### src/rtl/ms_adpcm_block_decoder_macros.svh
// Assertion macros for the MS ADPCM block decoder.
`ifndef MS_ADPCM_BLOCK_DECODER_MACROS_SVH
`define MS_ADPCM_BLOCK_DECODER_MACROS_SVH

// Same-cycle implication, checked on every clock outside reset.
`define MSA_CHK_NOW(lbl, ante, cons) \
    lbl: assert property (@(posedge aclk) disable iff (!aresetn) (ante) |-> (cons)) \
        else $error("msadpcm check failed");

// Next-cycle implication.
`define MSA_CHK_NEXT(lbl, ante, cons) \
    lbl: assert property (@(posedge aclk) disable iff (!aresetn) (ante) |=> (cons)) \
        else $error("msadpcm check failed");

`endif

### src/rtl/msadpcm_pkg.sv
// Shared types, constants and tables of the MS ADPCM block decoder.
package msadpcm_pkg;

    localparam int BA_W            = 13;
    localparam int POS_W           = 13;
    localparam int STEP_W          = 24;
    localparam int MAX_BLOCK_BYTES = 4096;
    localparam int HDR_MONO        = 7;
    localparam int HDR_STEREO      = 14;
    localparam int STEP_FLOOR      = 16;
    localparam int STEP_CAP        = 2796202;
    localparam int PRED_MAX        = 6;
    localparam int QDEPTH          = 2;
    localparam int CFG_IDX_W       = 2;

    localparam logic [CFG_IDX_W-1:0] REG_BLOCK_ALIGN = 2'd0;
    localparam logic [CFG_IDX_W-1:0] REG_STEREO_MODE = 2'd1;

    localparam logic [1:0] OP_PRED = 2'd0;
    localparam logic [1:0] OP_LOW  = 2'd1;
    localparam logic [1:0] OP_WORD = 2'd2;
    localparam logic [1:0] OP_DATA = 2'd3;

    localparam logic [1:0] KIND_STEP  = 2'd0;
    localparam logic [1:0] KIND_NEWER = 2'd1;

    typedef struct packed {
        logic [1:0] op;
        logic [1:0] kind;
        logic       ch;
        logic       stereo;
        logic       emit_hdr;
        logic [7:0] data;
    } cmd_t;

    typedef struct packed {
        logic       full;
        logic       empty;
        logic       push;
        logic [1:0] count;
    } q_stat_t;

    function automatic logic signed [10:0] coef_a(input logic [2:0] idx);
        case (idx)
            3'd0:    coef_a = 11'sd256;
            3'd1:    coef_a = 11'sd512;
            3'd2:    coef_a = 11'sd0;
            3'd3:    coef_a = 11'sd192;
            3'd4:    coef_a = 11'sd240;
            3'd5:    coef_a = 11'sd460;
            default: coef_a = 11'sd392;
        endcase
    endfunction

    function automatic logic signed [10:0] coef_b(input logic [2:0] idx);
        case (idx)
            3'd0:    coef_b = 11'sd0;
            3'd1:    coef_b = -11'sd256;
            3'd2:    coef_b = 11'sd0;
            3'd3:    coef_b = 11'sd64;
            3'd4:    coef_b = 11'sd0;
            3'd5:    coef_b = -11'sd208;
            default: coef_b = -11'sd232;
        endcase
    endfunction

    function automatic logic signed [10:0] adapt(input logic [3:0] nib);
        case (nib)
            4'd4, 4'd12: adapt = 11'sd307;
            4'd5, 4'd11: adapt = 11'sd409;
            4'd6, 4'd10: adapt = 11'sd512;
            4'd7, 4'd9:  adapt = 11'sd614;
            4'd8:        adapt = 11'sd768;
            default:     adapt = 11'sd230;
        endcase
    endfunction

endpackage

### src/rtl/msadpcm_front.sv
// Front end: tracks the byte position in the block and classifies each byte.
module msadpcm_front (
    input  logic                          aclk,
    input  logic                          aresetn,
    input  logic [msadpcm_pkg::BA_W-1:0]  block_align,
    input  logic                          stereo_mode,
    input  logic                          s_valid,
    output logic                          s_ready,
    input  logic [7:0]                    s_data_byte,
    input  logic                          s_end_of_stream,
    input  logic                          q_full,
    output logic                          push,
    output msadpcm_pkg::cmd_t             cmd
);

    logic [msadpcm_pkg::POS_W-1:0] pos_reg, pos_next;
    logic [msadpcm_pkg::POS_W-1:0] lim, hdr;
    logic [msadpcm_pkg::POS_W:0]   pos_inc;
    logic [3:0]                    nch, r;
    logic [2:0]                    word;

    assign s_ready = !q_full;
    assign push    = s_valid && s_ready;

    assign lim = (block_align > msadpcm_pkg::BA_W'(msadpcm_pkg::MAX_BLOCK_BYTES))
               ? msadpcm_pkg::POS_W'(msadpcm_pkg::MAX_BLOCK_BYTES) : block_align;
    assign hdr = stereo_mode ? msadpcm_pkg::POS_W'(msadpcm_pkg::HDR_STEREO)
                             : msadpcm_pkg::POS_W'(msadpcm_pkg::HDR_MONO);
    assign pos_inc = {1'b0, pos_reg} + 14'd1;
    assign nch     = {3'b000, stereo_mode} + 4'd1;
    assign r       = pos_reg[3:0] - nch;
    assign word    = r[3:1];

    always_comb begin
        cmd          = '0;
        cmd.stereo   = stereo_mode;
        cmd.data     = s_data_byte;
        cmd.op       = msadpcm_pkg::OP_DATA;
        if (pos_reg < hdr) begin
            cmd.emit_hdr = (pos_reg == hdr - 13'd1);
            if (pos_reg < {9'd0, nch}) begin
                cmd.op = msadpcm_pkg::OP_PRED;
                cmd.ch = pos_reg[0];
                if (s_data_byte > 8'(msadpcm_pkg::PRED_MAX)) begin
                    cmd.data = 8'(msadpcm_pkg::PRED_MAX);
                end
            end else begin
                cmd.op   = r[0] ? msadpcm_pkg::OP_WORD : msadpcm_pkg::OP_LOW;
                cmd.kind = stereo_mode ? word[2:1] : word[1:0];
                cmd.ch   = stereo_mode ? word[0] : 1'b0;
            end
        end
    end

    always_comb begin
        pos_next = pos_reg;
        if (push) begin
            if (s_end_of_stream || pos_inc >= {1'b0, lim}) begin
                pos_next = '0;
            end else begin
                pos_next = pos_inc[msadpcm_pkg::POS_W-1:0];
            end
        end
    end

    always_ff @(posedge aclk) begin
        if (!aresetn) begin
            pos_reg <= '0;
        end else begin
            pos_reg <= pos_next;
        end
    end

endmodule

### src/rtl/msadpcm_queue.sv
// Short command queue between the front end and the decode engine.
module msadpcm_queue (
    input  logic               aclk,
    input  logic               aresetn,
    input  logic               push,
    input  msadpcm_pkg::cmd_t  wr_data,
    input  logic               pop,
    output msadpcm_pkg::cmd_t  rd_data,
    output msadpcm_pkg::q_stat_t stat
);

    localparam int PTR_W = $clog2(msadpcm_pkg::QDEPTH);

    msadpcm_pkg::cmd_t mem [msadpcm_pkg::QDEPTH];
    logic [PTR_W-1:0]  wr_ptr_reg, wr_ptr_next, rd_ptr_reg, rd_ptr_next;
    logic [1:0]        count_reg, count_next;

    assign stat.count = count_reg;
    assign stat.full  = (count_reg == 2'(msadpcm_pkg::QDEPTH));
    assign stat.empty = (count_reg == 2'd0);
    assign stat.push  = push;
    assign rd_data    = mem[rd_ptr_reg];

    always_comb begin
        wr_ptr_next = wr_ptr_reg;
        rd_ptr_next = rd_ptr_reg;
        count_next  = count_reg;
        if (push) begin
            wr_ptr_next = wr_ptr_reg + PTR_W'(1);
        end
        if (pop) begin
            rd_ptr_next = rd_ptr_reg + PTR_W'(1);
        end
        if (push && !pop) begin
            count_next = count_reg + 2'd1;
        end else if (pop && !push) begin
            count_next = count_reg - 2'd1;
        end
    end

    always_ff @(posedge aclk) begin
        if (push) begin
            mem[wr_ptr_reg] <= wr_data;
        end
    end

    always_ff @(posedge aclk) begin
        if (!aresetn) begin
            wr_ptr_reg <= '0;
            rd_ptr_reg <= '0;
            count_reg  <= '0;
        end else begin
            wr_ptr_reg <= wr_ptr_next;
            rd_ptr_reg <= rd_ptr_next;
            count_reg  <= count_next;
        end
    end

endmodule

### src/rtl/msadpcm_back.sv
// Decode engine: header state, nibble expansion on one shared multiplier, output stage.
module msadpcm_back (
    input  logic                     aclk,
    input  logic                     aresetn,
    input  logic                     q_empty,
    input  msadpcm_pkg::cmd_t        q_data,
    output logic                     q_pop,
    output logic                     m_valid,
    input  logic                     m_ready,
    output logic signed [15:0]       m_pcm_sample,
    output logic                     m_channel_index,
    output logic                     m_last_of_run
);

    localparam logic [2:0] ST_IDLE = 3'd0;
    localparam logic [2:0] ST_HDR  = 3'd1;
    localparam logic [2:0] ST_M1   = 3'd2;
    localparam logic [2:0] ST_M2   = 3'd3;
    localparam logic [2:0] ST_M3   = 3'd4;
    localparam logic [2:0] ST_M4   = 3'd5;
    localparam logic [2:0] ST_M5   = 3'd6;

    localparam int SW = msadpcm_pkg::STEP_W;

    logic [2:0]              state_reg, state_next;
    msadpcm_pkg::cmd_t       cmd_reg, cmd_next;
    logic                    nib_sel_reg, nib_sel_next;
    logic [1:0]              cnt_reg, cnt_next;
    logic [2:0]              pred_reg [2], pred_next [2];
    logic signed [SW-1:0]    step_reg [2], step_next [2];
    logic signed [15:0]      newer_reg [2], newer_next [2];
    logic signed [15:0]      older_reg [2], older_next [2];
    logic [7:0]              low_reg, low_next;
    logic signed [35:0]      acc_reg, acc_next;
    logic signed [17:0]      quot_reg, quot_next;
    logic                    m_valid_reg, m_valid_next;
    logic signed [15:0]      pcm_reg, pcm_next;
    logic                    ch_reg, ch_next;
    logic                    last_reg, last_next;

    logic                    out_free;
    logic                    cur_ch;
    logic [3:0]              nib;
    logic signed [SW-1:0]    mul_a;
    logic signed [10:0]      mul_b;
    logic signed [34:0]      prod;
    logic signed [35:0]      shr, qt, sum, d;
    logic signed [15:0]      word_v;

    assign out_free        = !m_valid_reg || m_ready;
    assign cur_ch          = nib_sel_reg ? cmd_reg.stereo : 1'b0;
    assign nib             = nib_sel_reg ? cmd_reg.data[3:0] : cmd_reg.data[7:4];
    assign prod            = mul_a * mul_b;
    assign shr             = acc_reg >>> 8;
    assign qt              = shr + ((acc_reg[35] && (|acc_reg[7:0])) ? 36'sd1 : 36'sd0);
    assign sum             = {{18{quot_reg[17]}}, quot_reg} + acc_reg;
    assign d               = shr;
    assign word_v          = {q_data.data, low_reg};
    assign q_pop           = (state_reg == ST_IDLE) && !q_empty;
    assign m_valid         = m_valid_reg;
    assign m_pcm_sample    = pcm_reg;
    assign m_channel_index = ch_reg;
    assign m_last_of_run   = last_reg;

    // shared multiplier operand select
    always_comb begin
        mul_a = step_reg[cur_ch];
        mul_b = msadpcm_pkg::adapt(nib);
        case (state_reg)
            ST_M1: begin
                mul_a = {{(SW-16){newer_reg[cur_ch][15]}}, newer_reg[cur_ch]};
                mul_b = msadpcm_pkg::coef_a(pred_reg[cur_ch]);
            end
            ST_M2: begin
                mul_a = {{(SW-16){older_reg[cur_ch][15]}}, older_reg[cur_ch]};
                mul_b = msadpcm_pkg::coef_b(pred_reg[cur_ch]);
            end
            ST_M3: begin
                mul_b = {{7{nib[3]}}, nib};
            end
            default: begin
                mul_b = msadpcm_pkg::adapt(nib);
            end
        endcase
    end

    always_comb begin
        state_next   = state_reg;
        cmd_next     = cmd_reg;
        nib_sel_next = nib_sel_reg;
        cnt_next     = cnt_reg;
        pred_next    = pred_reg;
        step_next    = step_reg;
        newer_next   = newer_reg;
        older_next   = older_reg;
        low_next     = low_reg;
        acc_next     = acc_reg;
        quot_next    = quot_reg;
        pcm_next     = pcm_reg;
        ch_next      = ch_reg;
        last_next    = last_reg;
        m_valid_next = m_valid_reg;
        if (m_ready) begin
            m_valid_next = 1'b0;
        end

        case (state_reg)
            ST_IDLE: begin
                if (!q_empty) begin
                    cmd_next     = q_data;
                    nib_sel_next = 1'b0;
                    cnt_next     = 2'd0;
                    case (q_data.op)
                        msadpcm_pkg::OP_PRED: begin
                            pred_next[q_data.ch] = q_data.data[2:0];
                        end
                        msadpcm_pkg::OP_LOW: begin
                            low_next = q_data.data;
                        end
                        msadpcm_pkg::OP_WORD: begin
                            if (q_data.kind == msadpcm_pkg::KIND_STEP) begin
                                step_next[q_data.ch] = {{(SW-16){word_v[15]}}, word_v};
                            end else if (q_data.kind == msadpcm_pkg::KIND_NEWER) begin
                                newer_next[q_data.ch] = word_v;
                            end else begin
                                older_next[q_data.ch] = word_v;
                            end
                        end
                        default: begin
                            state_next = ST_M1;
                        end
                    endcase
                    if (q_data.emit_hdr) begin
                        state_next = ST_HDR;
                    end
                end
            end
            ST_HDR: begin
                if (out_free) begin
                    m_valid_next = 1'b1;
                    if (cmd_reg.stereo) begin
                        ch_next   = cnt_reg[0];
                        pcm_next  = cnt_reg[1] ? newer_reg[cnt_reg[0]] : older_reg[cnt_reg[0]];
                        last_next = (cnt_reg == 2'd3);
                    end else begin
                        ch_next   = 1'b0;
                        pcm_next  = (cnt_reg == 2'd0) ? older_reg[0] : newer_reg[0];
                        last_next = (cnt_reg == 2'd1);
                    end
                    cnt_next = cnt_reg + 2'd1;
                    if (last_next) begin
                        state_next = ST_IDLE;
                    end
                end
            end
            ST_M1: begin
                acc_next   = {prod[34], prod};
                state_next = ST_M2;
            end
            ST_M2: begin
                acc_next   = acc_reg + {prod[34], prod};
                state_next = ST_M3;
            end
            ST_M3: begin
                // prediction / 256, truncated toward zero
                quot_next  = qt[17:0];
                acc_next   = {prod[34], prod};
                state_next = ST_M4;
            end
            ST_M4: begin
                if (out_free) begin
                    if (sum < -36'sd32768) begin
                        pcm_next = 16'sh8000;
                    end else if (sum > 36'sd32767) begin
                        pcm_next = 16'sh7fff;
                    end else begin
                        pcm_next = sum[15:0];
                    end
                    older_next[cur_ch] = newer_reg[cur_ch];
                    newer_next[cur_ch] = pcm_next;
                    ch_next      = cur_ch;
                    last_next    = nib_sel_reg;
                    m_valid_next = 1'b1;
                    acc_next     = {prod[34], prod};
                    state_next   = ST_M5;
                end
            end
            ST_M5: begin
                if (d < 36'sd16) begin
                    step_next[cur_ch] = SW'(msadpcm_pkg::STEP_FLOOR);
                end else if (d > 36'sd2796202) begin
                    step_next[cur_ch] = SW'(msadpcm_pkg::STEP_CAP);
                end else begin
                    step_next[cur_ch] = d[SW-1:0];
                end
                if (nib_sel_reg) begin
                    state_next = ST_IDLE;
                end else begin
                    nib_sel_next = 1'b1;
                    state_next   = ST_M1;
                end
            end
            default: begin
                state_next = ST_IDLE;
            end
        endcase
    end

    always_ff @(posedge aclk) begin
        cmd_reg   <= cmd_next;
        acc_reg   <= acc_next;
        quot_reg  <= quot_next;
        pcm_reg   <= pcm_next;
        ch_reg    <= ch_next;
        last_reg  <= last_next;
        cnt_reg   <= cnt_next;
        nib_sel_reg <= nib_sel_next;
    end

    always_ff @(posedge aclk) begin
        if (!aresetn) begin
            state_reg   <= ST_IDLE;
            m_valid_reg <= 1'b0;
            low_reg     <= '0;
            for (int i = 0; i < 2; i++) begin
                pred_reg[i]  <= '0;
                step_reg[i]  <= '0;
                newer_reg[i] <= '0;
                older_reg[i] <= '0;
            end
        end else begin
            state_reg   <= state_next;
            m_valid_reg <= m_valid_next;
            low_reg     <= low_next;
            for (int i = 0; i < 2; i++) begin
                pred_reg[i]  <= pred_next[i];
                step_reg[i]  <= step_next[i];
                newer_reg[i] <= newer_next[i];
                older_reg[i] <= older_next[i];
            end
        end
    end

endmodule

### src/rtl/ms_adpcm_block_decoder.sv
// MS ADPCM block decoder top level: config registers, front end, queue, decode engine.
// Header byte: the byte that completes the header emits 2 (mono) or 4 (stereo) samples,
// one per cycle while the output is not stalled.
// Data byte: decoded by the five-step sequence per nibble on the one shared multiplier;
// high nibble first, then low nibble; no new command is taken until both are done.
// Reset (aresetn low, synchronous): position to block start, decoder state to zero,
// block_align to 512, stereo_mode to 0, queue and output emptied.
module ms_adpcm_block_decoder (
    input  logic                               aclk,
    input  logic                               aresetn,
    // configuration writes
    input  logic                               cfg_valid,
    output logic                               cfg_ready,
    input  logic [msadpcm_pkg::CFG_IDX_W-1:0]  cfg_index,
    input  logic [msadpcm_pkg::BA_W-1:0]       cfg_data,
    // stream bytes in
    input  logic                               s_valid,
    output logic                               s_ready,
    input  logic [7:0]                         s_data_byte,
    input  logic                               s_end_of_stream,
    // PCM samples out
    output logic                               m_valid,
    input  logic                               m_ready,
    output logic signed [15:0]                 m_pcm_sample,
    output logic                               m_channel_index,
    output logic                               m_last_of_run
);

`include "ms_adpcm_block_decoder_macros.svh"

    logic [msadpcm_pkg::BA_W-1:0] block_align_reg, block_align_next;
    logic                         stereo_mode_reg, stereo_mode_next;

    msadpcm_pkg::cmd_t    front_cmd, q_cmd;
    msadpcm_pkg::q_stat_t q_stat;
    logic                 q_push, q_pop;

    // Config port never stalls; unknown indexes are dropped.
    assign cfg_ready = 1'b1;

    always_comb begin
        block_align_next = block_align_reg;
        stereo_mode_next = stereo_mode_reg;
        if (cfg_valid && cfg_ready) begin
            case (cfg_index)
                msadpcm_pkg::REG_BLOCK_ALIGN: block_align_next = cfg_data;
                msadpcm_pkg::REG_STEREO_MODE: stereo_mode_next = cfg_data[0];
                default: begin
                    block_align_next = block_align_reg;
                end
            endcase
        end
    end

    always_ff @(posedge aclk) begin
        if (!aresetn) begin
            block_align_reg <= 13'd512;
            stereo_mode_reg <= 1'b0;
        end else begin
            block_align_reg <= block_align_next;
            stereo_mode_reg <= stereo_mode_next;
        end
    end

    // Front end: byte position and classification; one command per byte transfer.
    msadpcm_front u_front (
        .aclk            (aclk),
        .aresetn         (aresetn),
        .block_align     (block_align_reg),
        .stereo_mode     (stereo_mode_reg),
        .s_valid         (s_valid),
        .s_ready         (s_ready),
        .s_data_byte     (s_data_byte),
        .s_end_of_stream (s_end_of_stream),
        .q_full          (q_stat.full),
        .push            (q_push),
        .cmd             (front_cmd)
    );

    // Two-entry command queue decouples byte intake from sample decode.
    msadpcm_queue u_queue (
        .aclk    (aclk),
        .aresetn (aresetn),
        .push    (q_push),
        .wr_data (front_cmd),
        .pop     (q_pop),
        .rd_data (q_cmd),
        .stat    (q_stat)
    );

    // Decode engine with registered output stage.
    msadpcm_back u_back (
        .aclk            (aclk),
        .aresetn         (aresetn),
        .q_empty         (q_stat.empty),
        .q_data          (q_cmd),
        .q_pop           (q_pop),
        .m_valid         (m_valid),
        .m_ready         (m_ready),
        .m_pcm_sample    (m_pcm_sample),
        .m_channel_index (m_channel_index),
        .m_last_of_run   (m_last_of_run)
    );

    // queue occupancy bounded by its depth
    `MSA_CHK_NOW(a_q_depth, 1'b1, q_stat.count <= 2'(msadpcm_pkg::QDEPTH))
    // front never pushes into a full queue
    `MSA_CHK_NOW(a_q_no_overflow, q_stat.push, !q_stat.full)
    // mono output always on channel 0
    `MSA_CHK_NOW(a_mono_chan, m_valid && !stereo_mode_reg, !m_channel_index)

endmodule
### config.mk
export PLATFORM = sky130hd
export DESIGN_NAME = ms_adpcm_block_decoder
export DESIGN_NICKNAME = d
export VERILOG_FILES = /design/src/rtl/msadpcm_pkg.sv /design/src/rtl/msadpcm_front.sv /design/src/rtl/msadpcm_queue.sv /design/src/rtl/msadpcm_back.sv /design/src/rtl/ms_adpcm_block_decoder.sv
export VERILOG_INCLUDE_DIRS = /design/src /design/src/rtl
export SDC_FILE = /design/constraint.sdc
export NUM_CORES = 2
export LEC_CHECK = 0
export BUFFER_PORTS_ARGS = -buffer_cell sky130_fd_sc_hd__clkbuf_2
export CAP_MARGIN = 0
export CORE_MARGIN = 4
export CORE_UTILIZATION = 60
export CTS_BUF_LIST = sky130_fd_sc_hd__clkbuf_4
export CTS_CLUSTER_SIZE = 25
export DETAILED_ROUTE_END_ITERATION = 16
export PLACE_DENSITY = 0.77
export SYNTH_ARGS = -nofsm -noshare
export SYNTH_HDL_FRONTEND = slang
export SYNTH_SLANG_ARGS = --single-unit
export TNS_END_PERCENT = 10
### constraint.sdc
create_clock -name aclk -period 10.27 [get_ports aclk]
set_clock_uncertainty 0.1 [all_clocks]
set_input_delay 2.5675 -clock aclk [delete_from_list [all_inputs] [get_ports aclk]]
set_output_delay 2.5675 -clock aclk [all_outputs]
set_load 0.01 [all_outputs]
; ---- Word-level counts from Yosys, hierarchy flattened
; Memory sizes are Yosys's and may differ from the RTL's. A register that Yosys moved wholly into a read port is not among the register bits.
; Cells that the tools add are included.
[classes]
order_cmp = 14
bitwise_logic = 10
div_mod_pow = 0
n_mux = 117
n_eq_ne = 29
n_addsub = 12
n_shift = 0
n_reduce_logical = 45
n_mul = 1
[ops]
columns = cell, count
row1 = 2-to-1 mux 16 bit, 23
row2 = 2-to-1 mux 32 bit, 10
row3 = 2-to-1 mux 48 bit, 5
row4 = bitwise mux 32 bit, 4
row5 = case mux 32 bit (2 select lines), 2
row6 = 2-to-1 mux 24 bit, 5
row7 = case mux 36 bit (3 select lines), 1
row8 = bitwise mux 48 bit, 2
row9 = case mux 48 bit (2 select lines), 1
row10 = adder 36 bit, 2
row11 = case mux 10 bit (6 select lines), 1
row12 = demux 24 bit (select 1 bit), 2
row13 = case mux 24 bit (2 select lines), 1
row14 = AND 46 bit, 1
row15 = NOT 46 bit, 1
row16 = case mux 11 bit (4 select lines), 1
row17 = "> comparator 36 x 16 -> 1 bit, second input constant", 1
row18 = "less-than comparator 36 x 16 -> 1 bit, second input constant", 1
row19 = 2-to-1 mux 36 bit, 1
row20 = multiplier 24 x 11 -> 35 bit, 1
row21 = case mux 11 bit (3 select lines), 1
row22 = demux 16 bit (select 1 bit), 2
row23 = case mux 16 bit (2 select lines), 1
row24 = 2-to-1 mux 3 bit, 10
row25 = 59 further kinds, 148
[totals]
n_memories = 2
in_bits = 29
regBits = 245
latch_bits = 0
elab_cells = 256
ram_bits = 30
output_inout_bits = 21
rom_bits = 160
[mem_list]
columns = name, words, word_bits, read_ports, rd_ports_with_merged_regs, write_ports, line_no
row1 = (name not given), 16, 10, 1, 0, 0, msadpcm_pkg.sv:68  ; case (nib)
row2 = u_queue.mem, 2, 15, 1, 1, 1, msadpcm_queue.sv:14  ; msadpcm_pkg::cmd_t mem [msadpcm_pkg::QDEPTH];

; ---- Logic depth before layout (Yosys ltp)
[depth]
depth_word = 12
mapped_depth = 43
mapped_depth_nobuf = 41

; ---- Hierarchy
; A second synthesis with hierarchy kept.
[unflattened]
hier_cells = 3290
hier_area_um2 = 28247.1
[modules_own_cells]
columns = module, seq_area_each_um2, n_inst, cells_per_inst, area_per_inst_um2
row1 = msadpcm_back, 5124.9, 1, 2979, 24956.4
row2 = msadpcm_front, 260.2, 1, 178, 1387.6
row3 = msadpcm_queue, 1001.0, 1, 70, 1308.8
row4 = ms_adpcm_block_decoder, 280.3, 1, 63, 594.3

; ---- Worst setup path after synthesis
; No wires, ideal clock.
[synth_path]
kind = reg-to-reg
startpoint = reg u_back.nib_sel_reg
endpoint = reg u_back.acc_reg[35] (data pin)
synth_period_minus_slack_ns = 10.081
path_stages_with_launch = 39
setup_time_ns = 0.266
n_path_buf = 3
arrival_ns = 9.715
required_time_ns = 9.904
slack_ns = 0.189
path_cell_list = edfxtp_1 clkbuf_1 and2_1 buf_2 mux2i_1 nand2_1 a41oi_2 o311ai_0 o21ai_1 clkbuf_1 nand2b_1 fa_1 fa_1 inv_1 fa_1 fa_1 inv_1 fa_1 (+3 left out) o21bai_1 a21o_1 a2111oi_2 o21ai_0 a31oi_1 o21bai_1 xor2_1 ha_1 and4_1 and2_1 and3_1 a21o_1 nand3_1 a32o_1 o21ai_0 nor3_1 a211o_1 xor2_1
[synth_between]
elab_chain_len = 12
elab_cells_between_ends = 31
classes_between = add/sub (1) / mul (1) / eq/ne (5) / mux (20) / bitwise (1) / reduce/logical (2) / memory (1)
[synth_rtl]
columns = item, line_no
row1 = from (decl), msadpcm_back.sv:27  ; logic nib_sel_reg, nib_sel_next;
row2 = from (signal assigned), msadpcm_back.sv:217  ; nib_sel_reg <= nib_sel_next;
row3 = 2-to-1 mux 1 bit, msadpcm_back.sv:51  ; assign cur_ch = nib_sel_reg ? cmd_reg.stereo : 1'b0;
row4 = NOT 1 -> 2 bit (implied by the code), n/a
row5 = 2-to-1 mux 3 bit (implied by the code) (3 in a row), "msadpcm_back.sv:72, msadpcm_back.sv:76"
row6 = "== test 3 x 2 -> 1 bit, or another cell as far along", "msadpcm_pkg.sv:44, msadpcm_pkg.sv:56"
row7 = OR reduction 3 bit (no source line), n/a
row8 = case mux 11 bit (4 select lines), msadpcm_pkg.sv:56  ; case (idx)
row9 = case mux 11 bit (3 select lines), msadpcm_back.sv:69  ; case (state_reg)
row10 = multiplier 24 x 11 -> 35 bit (*), msadpcm_back.sv:53  ; assign prod = mul_a * mul_b;
row11 = adder 36 bit / 2-to-1 mux 36 bit (equally long branches), "msadpcm_back.sv:161, msadpcm_back.sv:171"
row12 = case mux 36 bit (3 select lines) (*), msadpcm_back.sv:107  ; case (state_reg)
row13 = via u_back.acc_next[35], msadpcm_back.sv:34  ; logic signed [35:0] acc_reg, acc_next;
row14 = to (signal assigned), msadpcm_back.sv:211  ; acc_reg <= acc_next;
row15 = to (decl), msadpcm_back.sv:34
; Mark *: on every way through the listed nets, which the timed path passes. The rest lies on a longest branch. The select of a mux whose other input is x is not followed.
; A chain may end at the register's enable or synchronous reset.

; ---- Worst setup path in the final report
[layout_path]
startpoint = reg u_back.nib_sel_reg
endpoint = reg u_back.acc_reg[34] (data pin)
; Same word-level chain as after synthesis.

==> results by group <==
Status
  • Status: completed

Timing
  • Fin crit share: 95.0%
  • Relative slew slack: 20.3%
  • Final Max Tran Viols: 0
  • Min Tclk post-route: 9.76 ns
  • Final setup fails: 0
  • Final Hold Fails: 0
  • Setup TNS: 0 ns
  • Tightest Pin Transition: roughly 1.2 ns
  • Max Clk Rate: 102 MHz

Die
  • Core area: 45700 um^2
  • Starting density of the core: 61.1%
  • Die Span Y: around 220 um
  • Row Count: 78
  • Die width: 224 um
  • Die footprint: 50000 um^2
  • Top Ports: 50

Placement
  • Post-DP HPWL: 62900 um
  • IO buf count: 48
  • Routability cong.: 0.959
  • Placed insts: 3796
  • Dpl cell area: 28900 um^2

Finish
  • Area growth, synth to finish: 8.15%
  • Filler instances: 3786
  • Layout cells sized above 1: 11.0%
  • Area of the multi-input gates: 19500 um^2
  • Layout Cells excl Fill: 3954
  • Post-route design area: 30200 um^2
  • Nets: 3724
  • Core Util, Final: 66.0%
  • Register area: 6670 um^2
  • Max reg flops: 48

Setup path
  • Setup CP Type: register to register
  • R2R Setup Slk: approximately 0.51 ns
  • Critical R2R Capture: u_back.acc_reg[34]$_DFFE_PP_
  • Critical Path Sink Type: register
  • CP max FO: 18
  • CP most frequent cell: fa_1
  • CP peak stage delay: 0.56 ns
  • Crit path from: u_back.nib_sel_reg$_DFFE_PP_
  • Reg-to-reg startpoint: u_back.nib_sel_reg$_DFFE_PP_
  • CP endpoint: u_back.acc_reg[34]$_DFFE_PP_
  • Reg2reg path depth: 34
  • CP arrival: around 10 ns
  • CP Depth: 34
  • Startpoint types: register
  • WP data required: about 11 ns
  • Critical Path Slowest Stage Cell: fa_1
  • Worst Path Buf+Inv: 6
  • Delay-heaviest family, CP: compound AO/OA/AOI/OAI gates

Clocking
  • CTS root buf: clkbuf_4
  • Clock latency on the worst-skew pair: ~0.85 ns
  • # hold bufs at CTS: 0
  • H-tree depth: 3
  • TritonCTS clock tree: done
  • Sink Count: ~280
  • CTS buffer count: 80
  • Clk slew on worst S/H paths: 0.07 ns
  • CTS Buffer Depth: 3

Synth
  • Yosys cell types: 96
  • Avg Inst Size Synth: between 8 and 9 um^2
  • Synthesized net count: 3689
  • Number of synthesized flops with an enable pin: 114
  • Asr flop ratio synth: 0%
  • Most frequent cell after synthesis: nand2_1
  • Cells after Synth: ~3200
  • Synthesized cell area: 27900 um^2
  • Synth area leader: fa_1
  • Synth cell count leaders: nand2_1 (373), inv_1 (317), nor2_1 (279)
  • Main synth FF type: dfxtp_1
  • Flops & latches, synth: roughly 280
  • Share of the synthesized area in the top cell type: 17.1%
  • Synth area leaders: fa_1 (17%), edfxtp_1 (12%), dfxtp_1 (12%)
  • Sequential area share after synthesis: 23.9%
  • YS warnings: 0

Hold path
  • Hold Crit Start: block_align_reg[11]$_SDFFE_PN0P_
  • HP Class: register to register

Drt
  • Post-route ant nets: 0
  • DR pass1 iterations: 6
  • Number of remaining DRC errors: 0
  • Total wire length: about 84000 um
  • Via Count: 25200
  • DR vias/cell: 6.37
  • Iter 0 DRT Violations: 2875
  • DR WL/cell: 21.3 um

Global routing
  • Initial antenna violation count: 3
  • Overall Global Routing Usage: 33.2%
  • Largest net degree at the start of global routing: 95
  • Vias in the first global route: 25100
  • Total gr overflow: 0
  • First-pass GRT wire length: 133000 um

Job
  • Max cap viols: 0
[worst register-to-register path: cells and delay by family, from the launching register on]
kind / cells / cell delay, ns
AO/OA/AOI/OAI: 15 / 3.55
adder cells (fa/ha/maj): 7 / 3.15
AND/OR/NAND/NOR: 5 / 1.21
buffers and inverters: 6 / 0.76
multiplexers: 1 / 0.50
flip-flops: 1 / 0.35
[per-stage QoR]
step / setup WS, ns / hold slack, ns
after CTS: 0.251 / 0.368
after floorplan: 0.189 / 0.335
final: 0.509 / 0.366
after global placement: 0.441 / 0.348
after detailed placement: 0.304 / 0.353
after global routing: -0.0849 / 0.377
[cell families (layout without fill, tap and decap cells)]
| logic type | count (synthesis) | count (layout) | share of synthesized area [%] |
|---|---|---|---|
| AND/OR/NAND/NOR | 976 | 976 | 15.9 |
| AO/OA/AOI/OAI | 861 | 861 | 19.5 |
| buffers and inverters | 500 | 601 | 6.91 |
| adder cells (fa/ha/maj) | 412 | 412 | 24.9 |
| flip-flops | 276 | 276 | 23.9 |
| XOR/XNOR | 129 | 129 | 4.05 |
| multiplexers | 93 | 93 | 4.82 |
| other | 1 | 6 | 0.0134 |
[how the worst min path moves through the flow]
stage,slack (ns),depth (start not counted),end
final,0.37,2,block_align_reg[11]$_SDFFE_PN0P_
after global routing,0.38,2,block_align_reg[7]$_SDFFE_PN0P_
after CTS,0.37,2,u_back.step_reg[22]$_SDFFE_PN0P_
after detailed placement,0.35,2,u_back.step_reg[22]$_SDFFE_PN0P_
after global placement,0.35,2,block_align_reg[11]$_SDFFE_PN0P_
after floorplan,0.34,2,u_back.step_reg[47]$_SDFFE_PN0P_
[cells in the final DEF (no fill, tap or decap), drive strengths merged, types with 63 or more instances in the layout]
cell type,n
o21ai,208
ha,174
dfxtp,162
a21oi,245
xnor2,73
nand3,66
nor2,280
inv,320
nand2,374
edfxtp,114
clkbuf,167
fa,238
a21o,63
nor2b,67
buf,86
[timing repair]
action                                  CTS  global route
setup buffers                             0             4
gates resized for setup                   0            27
endpoints found under the setup margin    0             8
[cell type report]
| class | instances | share of cell area [%] |
|---|---|---|
| Antenna cell | 5 | 0.0415 |
| Clock buffer | 118 | 2.94 |
| Clock inverter | 30 | 0.730 |
| Inverter | 318 | 3.97 |
| Multi-Input combinational cell | 2472 | 64.5 |
| Sequential cell | 276 | 22.1 |
| Tap cell | 600 | 2.49 |
| Timing Repair Buffer | 135 | 3.22 |
[layer usage]
metal | routed length (um) | GRT usage, % | share of wire (%) | up-vias
met5 | 0 | 0 | 0 | -
met4 | 4240 | 16.0 | 5.0 | 0
met3 | 8740 | 7.84 | 10 | 274
met2 | 38800 | 53.3 | 46 | 1394
met1 | 32600 | 42.6 | 39 | 12100
li1 | - | - | - | 11400
Power is not shown: default switching activity piles up to over one toggle a cycle in this logic, so the estimate is an artifact.
